--- src/hw/rtl/bvps_pkg.sv ---
package bvps_pkg;

  localparam int COEF_W     = 17;
  localparam int POS_W      = 26;
  localparam int VEL_W      = 27;
  localparam int QUO_W      = 16;
  localparam int CFG_IDX_W  = 3;
  localparam int CFG_DATA_W = 26;
  localparam int MUL_A_W    = 28;
  localparam int MUL_B_W    = 18;
  localparam int PROD_W     = MUL_A_W + MUL_B_W;
  localparam int VSUM_W     = 30;

  localparam int DENSITY_START_DEF = 32768;

  localparam logic [COEF_W-1:0] ONE_Q16 = 17'd65536;

  localparam logic signed [VEL_W-1:0] VEL_MAX = 27'sh3FFFFFF;
  localparam logic signed [VEL_W-1:0] VEL_MIN = -27'sh4000000;

  // register indexes on the configuration port
  localparam logic [CFG_IDX_W-1:0] REG_GRAVITY  = 3'd0;
  localparam logic [CFG_IDX_W-1:0] REG_LIFT     = 3'd1;
  localparam logic [CFG_IDX_W-1:0] REG_DRAG     = 3'd2;
  localparam logic [CFG_IDX_W-1:0] REG_HEAT_UP  = 3'd3;
  localparam logic [CFG_IDX_W-1:0] REG_HEAT_DN  = 3'd4;
  localparam logic [CFG_IDX_W-1:0] REG_MIN_DENS = 3'd5;
  localparam logic [CFG_IDX_W-1:0] REG_TOP      = 3'd6;
  localparam logic [CFG_IDX_W-1:0] REG_GROUND   = 3'd7;

  typedef enum logic [3:0] {
    ST_IDLE,
    ST_ALT,
    ST_ALT_WAIT,
    ST_DENS,
    ST_DENS_WAIT,
    ST_MT,
    ST_MT_RD,
    ST_HL,
    ST_LIFT,
    ST_VEL,
    ST_DRAG,
    ST_POS
  } state_t;

  function automatic logic signed [VEL_W-1:0] sat_vel(input logic signed [VSUM_W-1:0] v);
    logic signed [VEL_W-1:0] r;
    if (v > VSUM_W'(VEL_MAX)) begin
      r = VEL_MAX;
    end else if (v < VSUM_W'(VEL_MIN)) begin
      r = VEL_MIN;
    end else begin
      r = v[VEL_W-1:0];
    end
    return r;
  endfunction

endpackage

--- src/hw/rtl/bvps_div.sv ---
module bvps_div
  import bvps_pkg::*;
(
  input  logic                clk,
  input  logic                rst,
  input  logic                start,
  input  logic [POS_W-1:0]    num,
  input  logic [POS_W-1:0]    den,
  output logic [QUO_W-1:0]    quo,
  output logic                done
);

  localparam int CNT_W = $clog2(QUO_W + 1);

  logic [POS_W-1:0] rem;
  logic [POS_W-1:0] den_r;
  logic [CNT_W-1:0] cnt;
  logic             busy;
  logic [POS_W:0]   rem_sh;
  logic             ge;

  // restoring division, one quotient bit a cycle; num must be below den
  assign rem_sh = {rem, 1'b0};
  assign ge     = rem_sh >= {1'b0, den_r};
  assign done   = busy && (cnt == CNT_W'(QUO_W));

  always_ff @(posedge clk) begin
    if (rst) begin
      busy <= 1'b0;
      cnt  <= '0;
    end else if (start) begin
      busy <= 1'b1;
      cnt  <= '0;
    end else if (busy) begin
      if (done) begin
        busy <= 1'b0;
      end else begin
        cnt <= cnt + 1'b1;
      end
    end
  end

  always_ff @(posedge clk) begin
    if (start) begin
      rem   <= num;
      den_r <= den;
      quo   <= '0;
    end else if (busy && !done) begin
      rem <= ge ? POS_W'(rem_sh - {1'b0, den_r}) : rem_sh[POS_W-1:0];
      quo <= {quo[QUO_W-2:0], ge};
    end
  end

endmodule

--- src/hw/rtl/bvps_mul.sv ---
module bvps_mul
  import bvps_pkg::*;
(
  input  logic                      clk,
  input  logic signed [MUL_A_W-1:0] op_a,
  input  logic        [MUL_B_W-1:0] op_b,
  output logic signed [PROD_W-1:0]  prod
);

  // op_b is always a non-negative coefficient
  always_ff @(posedge clk) begin
    prod <= op_a * $signed(op_b);
  end

endmodule

--- src/hw/rtl/buoyant_vertical_physics_step.sv ---
// sequence: after an input transfer the altitude and density divisions run on the shared
// divider and are skipped when the altitude or density is clamped, then the products go
// through one multiplier before the result is stored in the output register
// input: a new input is taken once the result is stored, not while a tick is in progress
// reset: synchronous; heat, velocity and position go to zero, registers to their defaults
module buoyant_vertical_physics_step
  import bvps_pkg::*;
#(
  parameter int DENSITY_START_Q16 = DENSITY_START_DEF
) (
  input  logic                  clk,
  input  logic                  rst,
  input  logic                  s_axis_tvalid,
  output logic                  s_axis_tready,
  input  logic [7:0]            s_axis_tdata,   // burner
  output logic                  m_axis_tvalid,
  input  logic                  m_axis_tready,
  output logic [71:0]           m_axis_tdata,   // position, velocity, heat_level, at_top, at_ground
  input  logic                  cfg_we,
  input  logic [CFG_IDX_W-1:0]  cfg_index,
  input  logic [CFG_DATA_W-1:0] cfg_data
);

  localparam logic [COEF_W-1:0] START = COEF_W'(DENSITY_START_Q16);
  localparam logic [COEF_W-1:0] SPAN  = COEF_W'(65536 - DENSITY_START_Q16);

  state_t state, state_next;

  logic [COEF_W-1:0] gravity_pull, lift_gain, drag_factor, heat_gain, heat_loss, min_density;
  logic [POS_W-1:0]  top_limit, ground_limit;

  logic [COEF_W-1:0]       heat_store;
  logic signed [VEL_W-1:0] velocity_store;
  logic [POS_W-1:0]        position_store;

  logic [COEF_W-1:0]       alt;
  logic [COEF_W-1:0]       dens;
  logic [QUO_W-1:0]        t_q;
  logic signed [VEL_W-1:0] vel_tmp;

  logic [POS_W-1:0]        out_position;
  logic signed [VEL_W-1:0] out_velocity;
  logic [COEF_W-1:0]       out_heat;
  logic                    out_top, out_ground;

  logic                      div_start, div_done;
  logic [POS_W-1:0]          div_num, div_den;
  logic [QUO_W-1:0]          div_quo;
  logic signed [MUL_A_W-1:0] mul_a;
  logic [MUL_B_W-1:0]        mul_b;
  logic signed [PROD_W-1:0]  prod;

  logic              in_xfer, out_free;
  logic [COEF_W:0]   heat_sum;
  logic [COEF_W-1:0] heat_upd;
  logic [COEF_W-1:0] dens_floor, onem_floor;
  logic              alt_trivial;
  logic [COEF_W-1:0] alt_triv;
  logic [POS_W-1:0]  alt_num, alt_den;
  logic [COEF_W-1:0] dens_off;
  logic [COEF_W-1:0] dens_calc;
  logic signed [VSUM_W-1:0] vel_sum;
  logic signed [VEL_W-1:0]  vel_drag;
  logic signed [POS_W+2:0]  pos_sum;
  logic                     hit_top, hit_ground;
  logic signed [POS_W+2:0]  pos_top;

  assign in_xfer  = s_axis_tvalid && s_axis_tready;
  assign out_free = !m_axis_tvalid || m_axis_tready;
  assign s_axis_tready = (state == ST_IDLE);

  // heat update
  assign heat_sum = {1'b0, heat_store} + {1'b0, heat_gain};
  always_comb begin
    if (s_axis_tdata[0]) begin
      heat_upd = (heat_sum > {1'b0, ONE_Q16}) ? ONE_Q16 : heat_sum[COEF_W-1:0];
    end else begin
      heat_upd = (heat_store > heat_loss) ? heat_store - heat_loss : '0;
    end
  end

  // altitude set-up, clamped cases need no division
  assign alt_num = ground_limit - position_store;
  assign alt_den = ground_limit - top_limit;
  always_comb begin
    alt_trivial = 1'b1;
    alt_triv    = '0;
    if (ground_limit <= top_limit || position_store >= ground_limit) begin
      alt_triv = '0;
    end else if (alt_num >= alt_den) begin
      alt_triv = ONE_Q16;
    end else begin
      alt_trivial = 1'b0;
    end
  end

  assign dens_floor = (min_density > ONE_Q16) ? ONE_Q16 : min_density;
  assign onem_floor = ONE_Q16 - dens_floor;
  assign dens_off   = alt - START;
  always_comb begin
    dens_calc = ONE_Q16 - {1'b0, prod[QUO_W+15:16]};
    if (dens_calc < dens_floor) begin
      dens_calc = dens_floor;
    end
  end

  assign vel_sum  = VSUM_W'(velocity_store) + VSUM_W'(gravity_pull) - VSUM_W'(prod[32:16]);
  assign vel_drag = sat_vel(prod[PROD_W-1:16]);
  assign pos_sum  = $signed({3'b000, position_store}) + (POS_W+3)'(vel_drag);
  assign hit_top  = pos_sum < $signed({3'b000, top_limit});
  assign pos_top  = hit_top ? $signed({3'b000, top_limit}) : pos_sum;
  assign hit_ground = pos_top > $signed({3'b000, ground_limit});

  // sequencer
  always_ff @(posedge clk) begin
    if (rst) begin
      state <= ST_IDLE;
    end else begin
      state <= state_next;
    end
  end

  always_comb begin
    state_next = state;
    div_start  = 1'b0;
    div_num    = alt_num;
    div_den    = alt_den;
    mul_a      = '0;
    mul_b      = '0;
    case (state)
      ST_IDLE: begin
        if (in_xfer) state_next = ST_ALT;
      end
      ST_ALT: begin
        if (alt_trivial) begin
          state_next = ST_DENS;
        end else begin
          div_start  = 1'b1;
          state_next = ST_ALT_WAIT;
        end
      end
      ST_ALT_WAIT: begin
        if (div_done) state_next = ST_DENS;
      end
      ST_DENS: begin
        div_num = POS_W'(dens_off);
        div_den = POS_W'(SPAN);
        if (alt < START || dens_off >= SPAN) begin
          state_next = ST_HL;
        end else begin
          div_start  = 1'b1;
          state_next = ST_DENS_WAIT;
        end
      end
      ST_DENS_WAIT: begin
        if (div_done) state_next = ST_MT;
      end
      ST_MT: begin
        mul_a      = MUL_A_W'(t_q);
        mul_b      = MUL_B_W'(onem_floor);
        state_next = ST_MT_RD;
      end
      ST_MT_RD: begin
        state_next = ST_HL;
      end
      ST_HL: begin
        mul_a      = MUL_A_W'(heat_store);
        mul_b      = MUL_B_W'(lift_gain);
        state_next = ST_LIFT;
      end
      ST_LIFT: begin
        mul_a      = MUL_A_W'(prod[32:16]);
        mul_b      = MUL_B_W'(dens);
        state_next = ST_VEL;
      end
      ST_VEL: begin
        state_next = ST_DRAG;
      end
      ST_DRAG: begin
        mul_a      = MUL_A_W'(vel_tmp);
        mul_b      = MUL_B_W'(drag_factor);
        state_next = ST_POS;
      end
      ST_POS: begin
        // keep the drag product in place while the output side stalls
        mul_a      = MUL_A_W'(vel_tmp);
        mul_b      = MUL_B_W'(drag_factor);
        if (out_free) state_next = ST_IDLE;
      end
      default: begin
        state_next = ST_IDLE;
      end
    endcase
  end

  // datapath registers
  always_ff @(posedge clk) begin
    case (state)
      ST_ALT: begin
        if (alt_trivial) alt <= alt_triv;
      end
      ST_ALT_WAIT: begin
        if (div_done) alt <= {1'b0, div_quo};
      end
      ST_DENS: begin
        if (alt < START) begin
          dens <= ONE_Q16;
        end else if (dens_off >= SPAN) begin
          dens <= dens_floor;
        end
      end
      ST_DENS_WAIT: begin
        if (div_done) t_q <= div_quo;
      end
      ST_MT_RD: begin
        dens <= dens_calc;
      end
      ST_VEL: begin
        vel_tmp <= sat_vel(vel_sum);
      end
      default: begin
      end
    endcase
  end

  // tick state and output register
  always_ff @(posedge clk) begin
    if (rst) begin
      heat_store     <= '0;
      velocity_store <= '0;
      position_store <= '0;
      m_axis_tvalid  <= 1'b0;
    end else begin
      if (m_axis_tready) m_axis_tvalid <= 1'b0;
      if (in_xfer) heat_store <= heat_upd;
      if (state == ST_POS && out_free) begin
        position_store <= hit_ground ? ground_limit : pos_top[POS_W-1:0];
        velocity_store <= (hit_top || hit_ground) ? '0 : vel_drag;
        m_axis_tvalid  <= 1'b1;
      end
    end
  end

  always_ff @(posedge clk) begin
    if (state == ST_POS && out_free) begin
      out_position <= hit_ground ? ground_limit : pos_top[POS_W-1:0];
      out_velocity <= (hit_top || hit_ground) ? '0 : vel_drag;
      out_heat     <= heat_store;
      out_top      <= hit_top;
      out_ground   <= hit_ground;
    end
  end

  assign m_axis_tdata = {out_ground, out_top, out_heat, out_velocity, out_position};

  // configuration registers
  always_ff @(posedge clk) begin
    if (rst) begin
      gravity_pull <= 17'd13107;
      lift_gain    <= 17'd27525;
      drag_factor  <= 17'd58982;
      heat_gain    <= 17'd721;
      heat_loss    <= 17'd557;
      min_density  <= 17'd31457;
      top_limit    <= 26'd1310720;
      ground_limit <= 26'd13107200;
    end else if (cfg_we) begin
      case (cfg_index)
        REG_GRAVITY:  gravity_pull <= cfg_data[COEF_W-1:0];
        REG_LIFT:     lift_gain    <= cfg_data[COEF_W-1:0];
        REG_DRAG:     drag_factor  <= cfg_data[COEF_W-1:0];
        REG_HEAT_UP:  heat_gain    <= cfg_data[COEF_W-1:0];
        REG_HEAT_DN:  heat_loss    <= cfg_data[COEF_W-1:0];
        REG_MIN_DENS: min_density  <= cfg_data[COEF_W-1:0];
        REG_TOP:      top_limit    <= cfg_data[POS_W-1:0];
        REG_GROUND:   ground_limit <= cfg_data[POS_W-1:0];
        default: begin
        end
      endcase
    end
  end

  bvps_div u_div (
    .clk   (clk),
    .rst   (rst),
    .start (div_start),
    .num   (div_num),
    .den   (div_den),
    .quo   (div_quo),
    .done  (div_done)
  );

  bvps_mul u_mul (
    .clk  (clk),
    .op_a (mul_a),
    .op_b (mul_b),
    .prod (prod)
  );

endmodule

--- config.mk ---
export PLATFORM = sky130hd
export DESIGN_NAME = buoyant_vertical_physics_step
export DESIGN_NICKNAME = d
export VERILOG_FILES = /design/src/hw/rtl/bvps_pkg.sv /design/src/hw/rtl/bvps_div.sv /design/src/hw/rtl/bvps_mul.sv /design/src/hw/rtl/buoyant_vertical_physics_step.sv
export SDC_FILE = /design/constraint.sdc
export NUM_CORES = 2
export LEC_CHECK = 0
export ABC_AREA = 1
export BUFFER_PORTS_ARGS = -buffer_cell sky130_fd_sc_hd__buf_2
export CAP_MARGIN = 0
export CORE_MARGIN = 5
export CORE_UTILIZATION = 45
export CTS_CLUSTER_DIAMETER = 120
export DETAILED_ROUTE_END_ITERATION = 7
export PLACE_DENSITY = 0.72
export SYNTH_ARGS = -nofsm -noshare
export SYNTH_HDL_FRONTEND = slang
export SYNTH_SLANG_ARGS = --single-unit
--- constraint.sdc ---
create_clock -name clk -period 9.1 [get_ports clk]
set_clock_uncertainty 0.2 [all_clocks]
set_input_delay 1.365 -clock clk [delete_from_list [all_inputs] [get_ports clk]]
set_output_delay 1.365 -clock clk [all_outputs]
set_load 0.05 [all_outputs]
==> run_summary.xml <==
<?xml version="1.0" encoding="UTF-8"?>
<metrics>
  <group name="outcome">
    <metric name="run_status" unit="">complete, no violations</metric>
  </group>
  <group name="synthesis">
    <metric name="post-synth-top-count-cell" unit="">sky130_fd_sc_hd__nand2_1</metric>
    <metric name="fraction_of_synthesized_cell_area_taken_by_the_top_area_cell_type" unit="%">19.3</metric>
    <metric name="synth_cell_types" unit="">65</metric>
    <metric name="synth_area" unit="sq um">48700</metric>
    <metric name="post_synth.cell_area_avg" unit="sq um">7.61</metric>
    <metric name="synth.top_cells.by_count" unit="">sky130_fd_sc_hd__nand2_1, sky130_fd_sc_hd__inv_1, sky130_fd_sc_hd__nor2_1</metric>
    <metric name="synth_async_sr_flop_share" unit="%">0</metric>
    <metric name="synth_edf_count" unit="">201</metric>
    <metric name="synth_compound_area_share" unit="%">12.7</metric>
    <metric name="synthAdderAreaFrac" unit="%">28.9</metric>
    <metric name="post_synth_main_area_contributors" unit="">sky130_fd_sc_hd__fa_1, sky130_fd_sc_hd__edfxtp_1, sky130_fd_sc_hd__dfxtp_1, sky130_fd_sc_hd__nand2_1, sky130_fd_sc_hd__ha_1</metric>
    <metric name="synthesis.instances" unit="">6408</metric>
    <metric name="yosysSeqAreaShare" unit="%">23.9</metric>
    <metric name="dominant_combinational_cell_family_by_area_after_synthesis" unit="">adder cells</metric>
    <metric name="postSynthNetCount" unit="">7294</metric>
    <metric name="synthMuxAreaShare" unit="%">0</metric>
    <metric name="synth_top_cell_by_area" unit="">sky130_fd_sc_hd__fa_1</metric>
    <metric name="synth_xor_xnor_area_share" unit="%">3.18</metric>
    <metric name="post_synth_top_flop" unit="">sky130_fd_sc_hd__dfxtp_1</metric>
    <metric name="synth-seq-cells" unit="">482</metric>
    <metric name="synth-simple-area-share" unit="%">20.0</metric>
    <metric name="synth.yosys.warnings" unit="">0</metric>
  </group>
  <group name="layout">
    <metric name="layoutNonFillerInstCount" unit="">7943</metric>
    <metric name="combined_area_of_the_multi_input_logic_cells" unit="sq um">31600</metric>
    <metric name="layout.nets" unit="">7381</metric>
    <metric name="area.sequential" unit="sq um">11700</metric>
    <metric name="areaGrowthSynthToFinish" unit="%">8.40</metric>
    <metric name="fillerInstances" unit="">10486</metric>
    <metric name="drive_gt1_share" unit="%">6.35</metric>
  </group>
  <group name="place">
    <metric name="global_placement_routability_congestion" unit="">1.00</metric>
    <metric name="buffer_ports.inserted" unit="">108</metric>
    <metric name="dp_hpwl" unit="um">131000</metric>
    <metric name="placed_cells" unit="">7846</metric>
  </group>
  <group name="detailed_routing">
    <metric name="postRouteAntennaNets" unit="">0</metric>
    <metric name="drt-vias-per-instance" unit="">5.50</metric>
    <metric name="route.vias.total" unit="">43713</metric>
    <metric name="initial_drc_count" unit="">4504</metric>
    <metric name="finalWirelength" unit="um">162000</metric>
    <metric name="post-route-drc-count" unit="">0</metric>
    <metric name="route.detailed.wl_per_inst" unit="um">20.4</metric>
    <metric name="dr.pass1.iters" unit="">6</metric>
  </group>
  <group name="setup_path">
    <metric name="timing.critical_path.fanout_max" unit="">50</metric>
    <metric name="setup.worst_path.start_class" unit="">flop</metric>
    <metric name="slowest_stage" unit="">sky130_fd_sc_hd__nor4b_1</metric>
    <metric name="worst_path_max_stage_delay" unit="ns">0.60</metric>
    <metric name="timing.critical_path.mode_cell" unit="">sky130_fd_sc_hd__nand2_1</metric>
    <metric name="cp.arrival" unit="ns">9.15</metric>
    <metric name="worst-setup-path-type" unit="">flop to flop</metric>
    <metric name="timing.reg2reg.worst_path_depth" unit="">34</metric>
    <metric name="cp-end-kind" unit="">flop</metric>
    <metric name="cp_data_required_time" unit="ns">9.47</metric>
  </group>
  <group name="global_route">
    <metric name="grt_antenna_before_repair" unit="">7</metric>
    <metric name="vias_in_the_first_global_route" unit="">42636</metric>
    <metric name="global_route.overflow_total" unit="">0</metric>
    <metric name="grt_first_pass_wirelength" unit="um">248000</metric>
    <metric name="grt_start_max_net_pins" unit="">111</metric>
    <metric name="gr-usage-all-layers" unit="%">27.5</metric>
  </group>
  <group name="die">
    <metric name="die_height" unit="um">339</metric>
    <metric name="num_io_pins" unit="">116</metric>
    <metric name="core_region_area" unit="sq um">107000</metric>
    <metric name="initial_core_util" unit="%">45.4</metric>
    <metric name="fp.dieW" unit="um">339</metric>
    <metric name="die_area" unit="sq um">115000</metric>
    <metric name="placement_rows" unit="">120</metric>
  </group>
  <group name="power_and_ir_drop">
    <metric name="peakVddDrop" unit="mV">0.188</metric>
    <metric name="clkPwrFrac" unit="%">27.9</metric>
    <metric name="leakage" unit="nW">26.0</metric>
    <metric name="intPower" unit="W">0.00473</metric>
    <metric name="report.power.total" unit="W">0.00779</metric>
    <metric name="switching_share" unit="%">39.3</metric>
    <metric name="power.density" unit="nW/um^2">147</metric>
    <metric name="pwr-share-seq" unit="%">36.3</metric>
    <metric name="combinationalPowerShare" unit="%">35.8</metric>
    <metric name="switching_power" unit="W">0.00306</metric>
  </group>
  <group name="clock_network">
    <metric name="tritoncts" unit="">yes</metric>
    <metric name="clock_tree.buffer_depth" unit="">3</metric>
    <metric name="cts.clk_slew.worst_paths" unit="ns">0.07</metric>
    <metric name="insertion_delay" unit="ns">0.65</metric>
    <metric name="post_cts_resized" unit="">0</metric>
    <metric name="cts-hold-fix-buffers" unit="">0</metric>
    <metric name="ctsHtreeMaxLevel" unit="">2</metric>
    <metric name="clock_sinks" unit="">482</metric>
    <metric name="root_buffer" unit="">sky130_fd_sc_hd__clkbuf_16</metric>
    <metric name="tritoncts.num_buffers" unit="">50</metric>
    <metric name="post_cts_buffers" unit="">0</metric>
  </group>
  <group name="worst_hold_path">
    <metric name="holdPathStages" unit="">0</metric>
    <metric name="min-delay-path-class" unit="">flop to flop</metric>
  </group>
  <group name="timing">
    <metric name="timing.final.setup_violations" unit="">0</metric>
    <metric name="pins_over_slew_limit" unit="">0</metric>
    <metric name="period_needed" unit="ns">8.79</metric>
    <metric name="timing_hold_violations_final" unit="">0</metric>
    <metric name="period_share" unit="%">96.6</metric>
    <metric name="worstMarginPinSlew" unit="ns">1.28</metric>
    <metric name="fmax" unit="GHz">0.114</metric>
    <metric name="setup_tns" unit="ns">0</metric>
    <metric name="rsz_0062_raised_after_global_routing" unit="">false</metric>
    <metric name="worst_slew_margin_rel" unit="%">14.1</metric>
  </group>
  <group name="job">
    <metric name="drv_cap" unit="">0</metric>
  </group>
</metrics>
==> kinds of logic (layout without fill, tap and decap cells) <==
kind of cell             after synthesis  in the layout
AND/OR/NAND/NOR                     2343           2343
buffers and inverters               1423           1552
AO/OA/AOI/OAI                       1139           1139
adder cells (fa/ha/maj)              844            844
flip-flops                           482            482
XOR/XNOR                             177            177
other                                  0              3
==> sequential cells by signal, indices dropped and copies added, names as in the netlist, 26 cells and up <==
name and cells:
ground_limit 26, out_position 26, out_velocity 27, position_store 26, top_limit 26, u_div.den_r 26
u_div.rem 26, u_mul.prod 30, vel_tmp 27, velocity_store 27
==> area by class of cell <==
cell class | instances | share of cell area [%]
diodes | 3 | 0.0142
inverters | 1245 | 8.86
clock inverters | 34 | 0.620
well taps | 1403 | 3.32
repair buffers | 213 | 2.61
flip-flops and latches | 482 | 22.1
multi-input cells | 4503 | 59.9
clock buffers | 60 | 2.62
==> path summary, 6_finish.rpt <==
check / slack, ns / to / start
setup / recovery: 0.31 / velocity_store[13] / u_mul.prod[45]
hold / removal: 0.24 / t_q[0] / u_div.quo[0]
setup reg to reg: 0.31 / velocity_store[13] / u_mul.prod[45]
hold reg to reg: 0.24 / t_q[0] / u_div.quo[0]
==> critical path: cells and delay by family (launching register included) <==
kind                       cells  cell delay (ns)
and+or+nand+nor               16             3.06
AOI/OAI and AO/OA              8             2.12
adders and majority gates      4             1.42
buffers and inverters          6             1.26
DFF                            1             0.54
==> power by group through the flow <==
stage | Clock [W] | Combinational (W) | Sequential (W)
final | 0.00218 | 0.00279 | 0.00282
after global routing | 0.00230 | 0.00313 | 0.00284
after CTS | 0.00219 | 0.00274 | 0.00281
after detailed placement | 0 | 0.00272 | 0.00286
after global placement | 0 | 0.00269 | 0.00285
after floorplan | 0 | 0.00204 | 0.00275
==> through the flow <==
step / hold WS (ns) / setup slack (ns) / cell area, sq um / util [%]
5_1_grt: 0.245 / 0.0257 / 52800 / 49.2
3_5_place_dp: 0.228 / 0.674 / 51100 / 47.6
2_1_floorplan: 0.208 / 1.63 / 48700 / -
3_3_place_gp: 0.221 / 0.722 / 51100 / 47.6
6_report: 0.243 / 0.311 / 52800 / 49.2
4_1_cts: 0.242 / 0.633 / 52800 / 49.2
==> per-layer routing <==
metal / wire length (um) / vias up / GRT usage [%]
met3: 14700 / 432 / 4.94
met5: 34 / - / 0
met1: 66000 / 20792 / 36.6
met2: 72400 / 1945 / 43.9
li1: - / 20540 / -
met4: 8990 / 4 / 12.8
==> placed cells by master (no fill, tap or decap), drive strengths merged, types with 33 or more instances in the layout <==
cell type | Yosys | routed
a21oi | 523 | 523
buf | 77 | 213
clkbuf | 101 | 60
clkinv | 14 | 33
dfxtp | 281 | 281
edfxtp | 201 | 201
fa | 471 | 471
ha | 373 | 373
inv | 1231 | 1238
nand2 | 1298 | 1298
nand3 | 267 | 267
nand4 | 58 | 58
nor2 | 606 | 606
nor3 | 54 | 54
o21ai | 432 | 432
xnor2 | 74 | 74
xor2 | 103 | 103
(Power assumes the default switching activity.)
